--- config.mk ---
export PLATFORM = sky130hd
export DESIGN_NAME = alma_div
export DESIGN_NICKNAME = d
export VERILOG_FILES = /design/src/rtl/core/alma_div.sv
export SDC_FILE = /design/constraint.sdc
export NUM_CORES = 1
export LEC_CHECK = 0
export ABC_AREA = 0
export BUFFER_PORTS_ARGS = -buffer_cell sky130_fd_sc_hd__clkbuf_2
export CAP_MARGIN = 0
export CORE_MARGIN = 4
export CORE_UTILIZATION = 46
export CTS_CLUSTER_SIZE = 25
export DETAILED_ROUTE_END_ITERATION = 10
export PLACE_DENSITY_LB_ADDON = 0.1
export SKIP_LAST_GASP = 1
export SYNTH_ARGS = -nofsm -noshare
export SYNTH_HDL_FRONTEND = slang
export SYNTH_SLANG_ARGS = --single-unit
--- constraint.sdc ---
create_clock -name clk_i -period 6 [get_ports clk_i]
set_clock_uncertainty 0.2 [all_clocks]
set_input_delay 0.6 -clock clk_i [delete_from_list [all_inputs] [get_ports clk_i]]
set_output_delay 0.6 -clock clk_i [all_outputs]
set_load 0.01 [all_outputs]
--- src/rtl/core/alma_div.sv ---
// ----------------------------------------------------------------------------
// Block length divider
// Restoring divider, one quotient bit per cycle, for count*65536/rate.
// ----------------------------------------------------------------------------
module alma_div (
  input  logic        clk_i,
  input  logic        rst_ni,
  input  logic        start_i,
  input  logic [31:0] num_i,
  input  logic [18:0] den_i,
  output logic        done_o,
  output logic [31:0] quo_o
);

  logic [31:0] num_q, num_d;
  logic [18:0] rem_q, rem_d;
  logic [31:0] quo_q, quo_d;
  logic [18:0] den_q, den_d;
  logic [5:0]  cnt_q, cnt_d;
  logic        busy_q, busy_d, done_q, done_d;
  logic [19:0] trial;

  assign trial = {rem_q, num_q[31]};

  always_comb begin
    num_d = num_q; rem_d = rem_q; quo_d = quo_q; den_d = den_q;
    cnt_d = cnt_q; busy_d = busy_q; done_d = 1'b0;
    if (start_i) begin
      num_d = num_i; den_d = den_i; rem_d = '0; quo_d = '0;
      cnt_d = 6'd31; busy_d = 1'b1;
    end else if (busy_q) begin
      num_d = {num_q[30:0], 1'b0};
      if (trial >= {1'b0, den_q}) begin
        rem_d = 19'(trial - {1'b0, den_q});
        quo_d = {quo_q[30:0], 1'b1};
      end else begin
        rem_d = trial[18:0];
        quo_d = {quo_q[30:0], 1'b0};
      end
      if (cnt_q == 6'd0) begin
        busy_d = 1'b0; done_d = 1'b1;
      end else begin
        cnt_d = cnt_q - 6'd1;
      end
    end
  end

  always_ff @(posedge clk_i or negedge rst_ni) begin
    if (!rst_ni) begin
      busy_q <= 1'b0; done_q <= 1'b0; cnt_q <= '0;
    end else begin
      busy_q <= busy_d; done_q <= done_d; cnt_q <= cnt_d;
    end
  end

  always_ff @(posedge clk_i) begin
    num_q <= num_d; rem_q <= rem_d; quo_q <= quo_d; den_q <= den_d;
  end

  assign done_o = done_q;
  assign quo_o  = quo_q;

endmodule

==> results by group <==
STA
  • Final Cycle Share: 0.4955
  • Fmax: 336.4 MHz
  • Final hold vios: 0
  • Clock period minus final worst setup slack: 2973 ps
  • Min Hold Slack: 212.4 ps
  • Fin. max-slew vios: 0
  • Actual transition at the worst max-transition pin: 1226 ps
  • Max_slew headroom: 0.1816
  • RSZ-0062 raised after global routing: false
  • Sum Neg Setup Slack: 0 ps
  • Final setup viols: 0

Drt
  • Detailed Route Iter0 Violations: 351
  • Via density: 5.649
  • Vias: 4203
  • WL per Instance: 16.69 um
  • Total Wirelength: 12.42 mm
  • DRC viols: 0
  • Final ANT Viol Nets: 0
  • 1st-pass router iterations: 5

Clock network
  • Reg clk slew, reported paths: 80 ps
  • # Post-CTS Setup Buffers: 0
  • H-tree depth: 3
  • CTS root buffer: clkbuf_16
  • Clk_lat worst skew: 360 ps
  • CTS Buf Count: 9
  • TritonCTS clock tree: built
  • Clk buf depth: 2
  • Sink Count: 110

Logic synthesis
  • Synth area leader: edfxtp_1
  • Ys async rst share: 0.07273
  • Synth Area in Compound Gates: 0.1555
  • Area share of the largest cell type after synthesis: 0.2746
  • Mux share of post-synthesis cell area: 0.1200
  • Sequential area share after synthesis: 0.4936
  • Post-Syn Nets: 598
  • Largest family of logic cells by synthesized area: compound AO/OA/AOI/OAI gates
  • Synth Area in Simple Gates: 0.1140
  • Synthesis Warnings: 0
  • Post-synth EDFFs: 51
  • Syn_area_per_cell: 10.68 um2
  • Post-synthesis xor/xnor area fraction: 0.01885
  • Synth top area cells: edfxtp_1 (27%), dfxtp_1 (18%), mux2_2 (6.3%)
  • #FFs+latches synth: 110
  • Synth Area in Adders: 0.05071
  • Distinct cells, synth: 67
  • Synthesized area: 0.005577 mm2
  • Top_reg_cell synth: edfxtp_1
  • Synthesized instance count: 522

Power
  • Peak VDD IR: 0.2022 mV
  • Cell Pwr Density: 273.1 mW/mm2
  • Leakage: 2.909 nW

Job
  • Max-Cap Viols: 0

Cells and area
  • Share of cells above drive strength 1: 0.2612
  • Most frequent cells in the layout: clkbuf_2 (85), nor2_1 (67), edfxtp_1 (51), dfxtp_1 (51), mux2i_1 (32)
  • Commonest non-fill, non-tap cell in the layout: clkbuf_2
  • Layout overhead on the synthesized area: 15.10%
  • Non-filler cells, final: 744
  • Fill count: 1060
  • Nets: 672
  • Ant diodes: 0

Floorplanning
  • Die ar.: 0.01395 mm2
  • Cell Rows: 39
  • Die Span X: 118.1 um
  • Die height: 118.1 um
  • Io pins: 87
  • Initial Utilization: 0.4782
  • Core Region: 0.01166 mm2

Critical path
  • Worst setup startpoint: num_q[31]
  • Largest delay share family, worst path: compound AO/OA/AOI/OAI gates
  • Worst r2r src: num_q[31]
  • Crit path DAT: 3040 ps
  • Slowest stage cell, crit path: a31oi_2
  • Setup Crit Path Kind: reg2reg
  • Crit-path max FO: 11
  • Crit path cell chain: inv_1, ha_1, fa_1, nor2b_1, o21a_1, o21ai_2, a31oi_2, nor2_1, a311oi_1
  • Crit-path max cell delay: 590 ps
  • CP bufs+invs: 1
  • Crit start category: flop
  • Setup crit end kind: flop
  • Worst EP required: 6060 ps

Global routing
  • Grt ovf: 0
  • First-pass GRT wire length: 20.51 mm
  • Largest net degree at the start of global routing: 78
  • Tot GR Track Use: 0.1790
  • Initial antenna violation count: 0
  • Number of global-route vias before repair: 4193

Hold path
  • Worst Min Path Start: den_i[11]
  • Worst hold-check path type: in2reg

Placed design
  • Hpwl dp: 8.440 mm
  • GPL Wtd Cong: 0.8875
  • Placed cells: 727
  • Port Buffers: 86

Status
  • Status: finished clean
## stage by stage
stage	utilization	setup slack [ps]	area, um2	total power, W
after floorplan	-	3629	5577	0.001032
after global placement	0.5200	2973	6065	0.001091
after detailed placement	0.5200	2987	6065	0.001096
after CTS	0.5504	3034	6419	0.001773
after global routing	0.5504	2828	6419	0.001835
final	0.5504	3027	6419	0.001753
## report_power, final
| part | internal (W) | switching, W |
|---|---|---|
| logic | 0.000102 | 0.000130 |
| registers | 0.000831 | 0.0000190 |
| clock network | 0.000377 | 0.000294 |
| total | 0.00131 | 0.000443 |
## cell usage after synthesis, types with 8 or more instances
| library cell | instances |
|---|---|
| nand3_1 | 13 |
| mux2_2 | 31 |
| dfxtp_1 | 51 |
| nor2_1 | 67 |
| a311oi_1 | 10 |
| inv_1 | 31 |
| a21oi_1 | 21 |
| dfrtp_1 | 8 |
| ha_1 | 21 |
| clkbuf_1 | 11 |
| o21ai_0 | 13 |
| edfxtp_1 | 51 |
| o21ai_1 | 11 |
| mux2i_1 | 32 |
| nand2_1 | 24 |
## worst register-to-register path, cell delays in order (launching register included)
cell and delay (ps):
edfxtp_1 320, inv_1 50, ha_1 220, fa_1 410, nor2b_1 170, o21a_1 190, o21ai_2 110, a31oi_2 590
nor2_1 310, a311oi_1 320
## cell type report
type | instances | area (um2) | share of cell area
inverter | 31 | 116.4 | 0.01813
sequential | 110 | 2754 | 0.4290
tap | 143 | 178.9 | 0.02788
timing repair buffer | 90 | 465.4 | 0.07251
clock inverter | 7 | 118.9 | 0.01852
clock buffer | 9 | 225.2 | 0.03509
multi-input combinational | 354 | 2560 | 0.3988
## cell families after synthesis
group | after synthesis
compound gates | 119
mux | 63
buf+inv | 58
simple gates | 138
xor+xnor | 12
flops | 110
fa+ha+maj | 22
## final timing paths
check | endpoint | slack, ps | cells after the start
hold reg to reg | rem_q[5] | 310 | 2
setup / recovery | rem_q[4] | 3030 | 9
hold / removal | den_q[11] | 210 | 1
max in group asynchronous | busy_q | 4960 | 2
setup reg to reg | rem_q[4] | 3030 | 9
min in group asynchronous | cnt_q[4] | 440 | 2
## state kept, by name (all words and copies together), names as in the netlist
name,count
rem_q,19
busy_q,1
done_o,1
quo_o,32
den_q,19
num_q,32
cnt_q,6
## routing by layer
layer,GRT usage,vias to the layer above,share of wire
li1,-,2057,-
met1,0.2278,2007,0.44
met2,0.2969,121,0.49
met3,0.05238,18,0.060
met4,0.05128,0,0.015
met5,0,-,0
## what timing repair did
item	in CTS	in global routing
hold buffers	1	0
hold endpoints to repair	8	0
gates resized for setup	0	0
Note: power is estimated with default switching activity, not from simulation.
