$ cat config.mk
export PLATFORM = sky130hd
export DESIGN_NAME = alma_log2
export DESIGN_NICKNAME = d
export VERILOG_FILES = /design/src/rtl/core/alma_pkg.sv /design/src/rtl/core/alma_log2.sv
export SDC_FILE = /design/constraint.sdc
export NUM_CORES = 2
export LEC_CHECK = 0
export BUFFER_PORTS_ARGS = -buffer_cell sky130_fd_sc_hd__buf_4
export CAP_MARGIN = 10
export CORE_ASPECT_RATIO = 1.2
export CORE_MARGIN = 1
export CORE_UTILIZATION = 43
export CTS_CLUSTER_SIZE = 20
export DETAILED_ROUTE_END_ITERATION = 10
export SYNTH_ARGS = -nofsm -noshare
export SYNTH_HDL_FRONTEND = slang
export SYNTH_SLANG_ARGS = --single-unit
$ cat constraint.sdc
create_clock -name clk_i -period 10.91 [get_ports clk_i]
set_clock_uncertainty 0.2 [all_clocks]
set_input_delay 1.091 -clock clk_i [delete_from_list [all_inputs] [get_ports clk_i]]
set_output_delay 1.091 -clock clk_i [all_outputs]
set_load 0.03 [all_outputs]
$ cat src/rtl/core/alma_pkg.sv
// ----------------------------------------------------------------------------
// Level meter package
// Shared payload types and constants of the level meter aggregator.
// ----------------------------------------------------------------------------
package alma_pkg;

  localparam int unsigned SrW = 19;
  localparam int unsigned SpW = 21;
  localparam int unsigned TsW = 40;
  localparam int unsigned DbW = 16;

  localparam logic signed [DbW-1:0] DbFloor = -16'sd25600;
  localparam logic signed [DbW-1:0] DbCeil  = 16'sd6400;
  localparam logic [19:0] KPower = 20'd197283;
  localparam logic [19:0] KAmpl  = 20'd394566;

  typedef struct packed {
    logic [39:0] timestamp;
    logic [15:0] sample_count;
    logic [47:0] square_sum;
    logic [15:0] peak_level;
  } in_word_t;

  typedef struct packed {
    logic [39:0]        duration;
    logic               totals_valid;
    logic signed [15:0] total_rms_db;
    logic signed [15:0] peak_db;
    logic signed [15:0] crest_db;
    logic               point_valid;
    logic [39:0]        point_time;
    logic signed [15:0] point_rms_db;
    logic signed [15:0] point_peak_db;
  } out_word_t;

  // Request to the shared log2 unit.
  typedef struct packed {
    logic        start;
    logic [63:0] value;
  } log_req_t;

  typedef struct packed {
    logic        done;
    logic [30:0] result;  // log2 in unsigned Q6.24 (value >= 1)
  } log_rsp_t;

endpackage

$ cat src/rtl/core/alma_log2.sv
// ----------------------------------------------------------------------------
// Iterative log2 unit
// Computes log2 of a 64-bit value in Q6.24, one squaring per cycle.
// ----------------------------------------------------------------------------
module alma_log2 (
  input  logic               clk_i,
  input  logic               rst_ni,
  input  alma_pkg::log_req_t req_i,
  output alma_pkg::log_rsp_t rsp_o
);

  logic [5:0]  exp_c;
  logic [31:0] mant_c;
  logic [32:0] mant_q, mant_d;
  logic [65:0] sq;
  logic [34:0] sq_sh;
  logic [30:0] res_q, res_d;
  logic [4:0]  cnt_q, cnt_d;
  logic        busy_q, busy_d, done_q, done_d;

  // Priority encoder for the top set bit (value zero maps to exponent zero).
  always_comb begin
    exp_c = 6'd0;
    for (int i = 0; i < 64; i++) begin
      if (req_i.value[i]) exp_c = 6'(i);
    end
  end

  assign mant_c = (exp_c > 6'd31) ? 32'(req_i.value >> (exp_c - 6'd31))
                                  : 32'(req_i.value << (6'd31 - exp_c));
  assign sq     = 66'(mant_q) * 66'(mant_q);
  assign sq_sh  = sq[65:31];

  always_comb begin
    mant_d = mant_q;
    res_d  = res_q;
    cnt_d  = cnt_q;
    busy_d = busy_q;
    done_d = 1'b0;
    if (req_i.start) begin
      mant_d = {1'b0, mant_c};
      res_d  = {1'b0, exp_c, 24'd0};
      cnt_d  = 5'd23;
      busy_d = 1'b1;
    end else if (busy_q) begin
      if (sq_sh[32]) begin
        mant_d = sq_sh[33:1];
        res_d  = res_q | (31'd1 << cnt_q);
      end else begin
        mant_d = sq_sh[32:0];
      end
      if (cnt_q == 5'd0) begin
        busy_d = 1'b0;
        done_d = 1'b1;
      end else begin
        cnt_d = cnt_q - 5'd1;
      end
    end
  end

  always_ff @(posedge clk_i or negedge rst_ni) begin
    if (!rst_ni) begin
      busy_q <= 1'b0;
      done_q <= 1'b0;
      cnt_q  <= 5'd0;
    end else begin
      busy_q <= busy_d;
      done_q <= done_d;
      cnt_q  <= cnt_d;
    end
  end

  always_ff @(posedge clk_i) begin
    mant_q <= mant_d;
    res_q  <= res_d;
  end

  assign rsp_o.done   = done_q;
  assign rsp_o.result = res_q;

  assert property (@(posedge clk_i) disable iff (!rst_ni) done_q |-> !busy_q)
    else $error("log2 done while busy");
  assert property (@(posedge clk_i) disable iff (!rst_ni)
    req_i.start |=> busy_q && cnt_q == 5'd23)
    else $error("log2 did not start");
  assert property (@(posedge clk_i) disable iff (!rst_ni)
    busy_q && cnt_q == 5'd0 |=> done_q)
    else $error("log2 did not finish");

endmodule

==> key figures <==
Synth
  • Syn avg cell area: 9.07 um^2
  • Synth Flop Type: edfxtp_1
  • #FFs+latches synth: 71
  • Yosys Warn Count: 0
  • Post-Synthesis Cells: 4304
  • Syn Nets: 5504
  • Synth area leaders: fa_1 (44%), inv_1 (9.8%), ha_1 (8.8%), mux2i_1 (5.7%), nand2_1 (4.0%)
  • Area leader, netlist: fa_1
  • Synth async-reset ratio: 9.86%
  • Seq/Total Area, Yosys: 4.71%
  • Post-synth EDFFs: 38
  • Yosys top cell area share: 44.1%
  • Synth unique cells: 89
  • Mapped Area: 39000 um^2

Worst setup path
  • CP Max Fanout: 41
  • Worst endpoint required time: 10.77 ns
  • Crit. End Element: flop
  • R2r setup slk: 0.32 ns
  • Arr. time, crit path: 10.44 ns
  • CP Launch Type: flop
  • Setup CP Type: reg -> reg

Floorplan
  • Die area: 92000 um^2
  • Die X: 277 um
  • Io pins: 99
  • Row count: 120
  • Core Region: 89600 um^2
  • Chip height: 332 um
  • Initial cell density of the core: 43.5%

Hold path
  • HP Class: reg -> reg

GRT
  • Remaining Overflow, GRT: 0
  • Gr usage total: 27.1%
  • First-pass GRT wire length: 191000 um
  • Vias in the first global route: 32500
  • Initial antenna violation count: 1
  • Largest net degree at the start of global routing: 72

Clocking
  • Clock Sinks: 71
  • Worst skew pair latency: 0.37 ns
  • Cts bufs inserted: 9
  • Root Buffer: clkbuf_16
  • Clk pin slew, worst setup/hold paths: 0.06 ns
  • Htree depth: 3
  • CTS tree: built
  • Max clock buf depth: 2

Layout
  • Most frequent cells in the layout: inv_1 (1017), fa_1 (859), nand2_1 (414)
  • Commonest non-fill, non-tap cell in the layout: inv_1
  • Utilization after layout: 45.9%
  • Fill cell count: 8779
  • Area grow syn2layout: 5.47%
  • Register Area: 1840 um^2
  • Layout cells sized above 1: 6.42%
  • Final nets: 5461
  • Multi-input gate area: 32400 um^2

STA
  • Final Hold Fails: 0
  • Minimum clock period after layout: 10.59 ns
  • RSZ-0062 raised after global routing: no
  • Max Freq: 0.0945 GHz
  • Tightest Pin Transition: 1.30 ns
  • Slew HR: 10.8%
  • Final Slew Violations: 0
  • Setup TNS: 0 ns
  • Final-report setup violation count: 0
  • Final Cycle Share: 97.0%

Job
  • Max Cap Viol: 0

Placed design
  • Final HPWL DP: 98600 um
  • IO buf count: 98
  • GP Congestion: 0.959

Route
  • Vias per cell: 5.53
  • WL/cell: 22.3 um
  • DRC: 0
  • Antenna-violating nets left: 0
  • Total wire length: 121000 um
  • Initial DRC Count: 2144
  • Routed vias: 30000
  • Drt pass-1 iters: 6

Run status
  • Outcome: complete, no violations
==> synthesized netlist by cell type (13+ instances only) <==
master / count
nor4_1: 24
a31oi_1: 26
buf_4: 13
edfxtp_1: 38
nand2_1: 414
o211ai_1: 33
o21ai_0: 70
clkbuf_1: 159
and3_1: 28
mux2_2: 20
o22ai_1: 23
nor3_1: 33
ha_1: 274
o21a_1: 15
a21oi_1: 126
nor2b_1: 20
dfxtp_1: 26
mux2i_1: 221
nor2_1: 213
a21o_1: 25
a211oi_1: 24
inv_1: 1017
mux4_2: 28
xnor2_1: 27
nand3_1: 30
buf_2: 33
fa_1: 859
and2_1: 232
xor2_1: 18
==> kinds of logic after synthesis <==
| family | after synthesis | share of synthesized area, % |
|---|---|---|
| simple gates | 1052 | 12.8 |
| compound gates | 477 | 8.20 |
| buf+inv | 1253 | 12.4 |
| xor+xnor | 49 | 1.18 |
| fa+ha+maj | 1133 | 52.9 |
| flops | 71 | 4.71 |
| mux | 269 | 7.86 |
==> flip-flops by register name (all words and copies together), names as in the netlist <==
register / count
busy_q: 1
mant_q: 33
cnt_q: 5
done_q: 1
res_q: 31
==> per-stage QoR <==
step           hold WS [ns]  instance area, um^2  instances  setup WS (ns)
2_1_floorplan         0.270                39000       4304           2.18
3_3_place_gp          0.250                40800       5407          0.151
3_5_place_dp          0.258                40800       5407       -0.00251
4_1_cts               0.275                41100       5425         0.0221
5_1_grt               0.305                41200       5425         0.0216
6_report              0.268                41200       5426          0.324
==> layer usage <==
metal | GRT usage [%] | vias up | part of all wire [%]
met5 | 0 | - | 0.0074
met3 | 3.02 | 295 | 5.4
met1 | 33.2 | 15400 | 38
met2 | 47.7 | 1057 | 51
li1 | - | 13300 | -
met4 | 12.8 | 2 | 5.5
==> cell type report <==
cell class / instances / share of cell area (%)
timing repair buffer: 171 / 3.15
multi-input combinational: 2980 / 78.8
antenna: 1 / 0.00608
clock inverter: 6 / 0.170
inverter: 1028 / 9.38
tap: 1159 / 3.52
sequential: 71 / 4.46
clock buffer: 10 / 0.556
==> critical path: stages (launching register included) <==
cell,delay [ns]
edfxtp_1,0.88
inv_1,0.58
nor2_1,0.26
fa_1,0.55
fa_1,0.52
fa_1,0.55
fa_1,0.44
fa_1,0.51
inv_1,0.05
fa_1,0.53
inv_1,0.05
fa_1,0.50
fa_1,0.46
ha_1,0.38
nand4_1,0.13
nor4_2,0.51
nand4_1,0.44
a21oi_1,0.54
o21ai_1,0.20
a21o_1,0.26
o21a_1,0.22
o211ai_1,0.34
buf_12,0.28
mux2i_1,0.45
o32a_1,0.25
nand3_1,0.18
==> path summary, 6_finish.rpt <==
check                            from          to  cells past startpoint
max                        mant_q[20]  mant_q[14]                     25
min in group asynchronous      rst_ni      done_q                      1
min reg2reg                  res_q[3]    res_q[3]                      2
min                          res_q[3]    res_q[3]                      2
max reg2reg                mant_q[20]  mant_q[14]                     25
max in group asynchronous      rst_ni    cnt_q[0]                      1
==> repair_timing <==
action	4_1_cts	5_1_grt
setup buffers	2	0
endpoints found under the hold margin	0	0
gates resized for setup	0	1
hold buffers	0	0
setup endpoints to repair	1	21
pin swaps	0	0
Power is left out: the tool's default activity adds up to more than one toggle a clock period on the data nets, which glitch-free logic cannot reach.
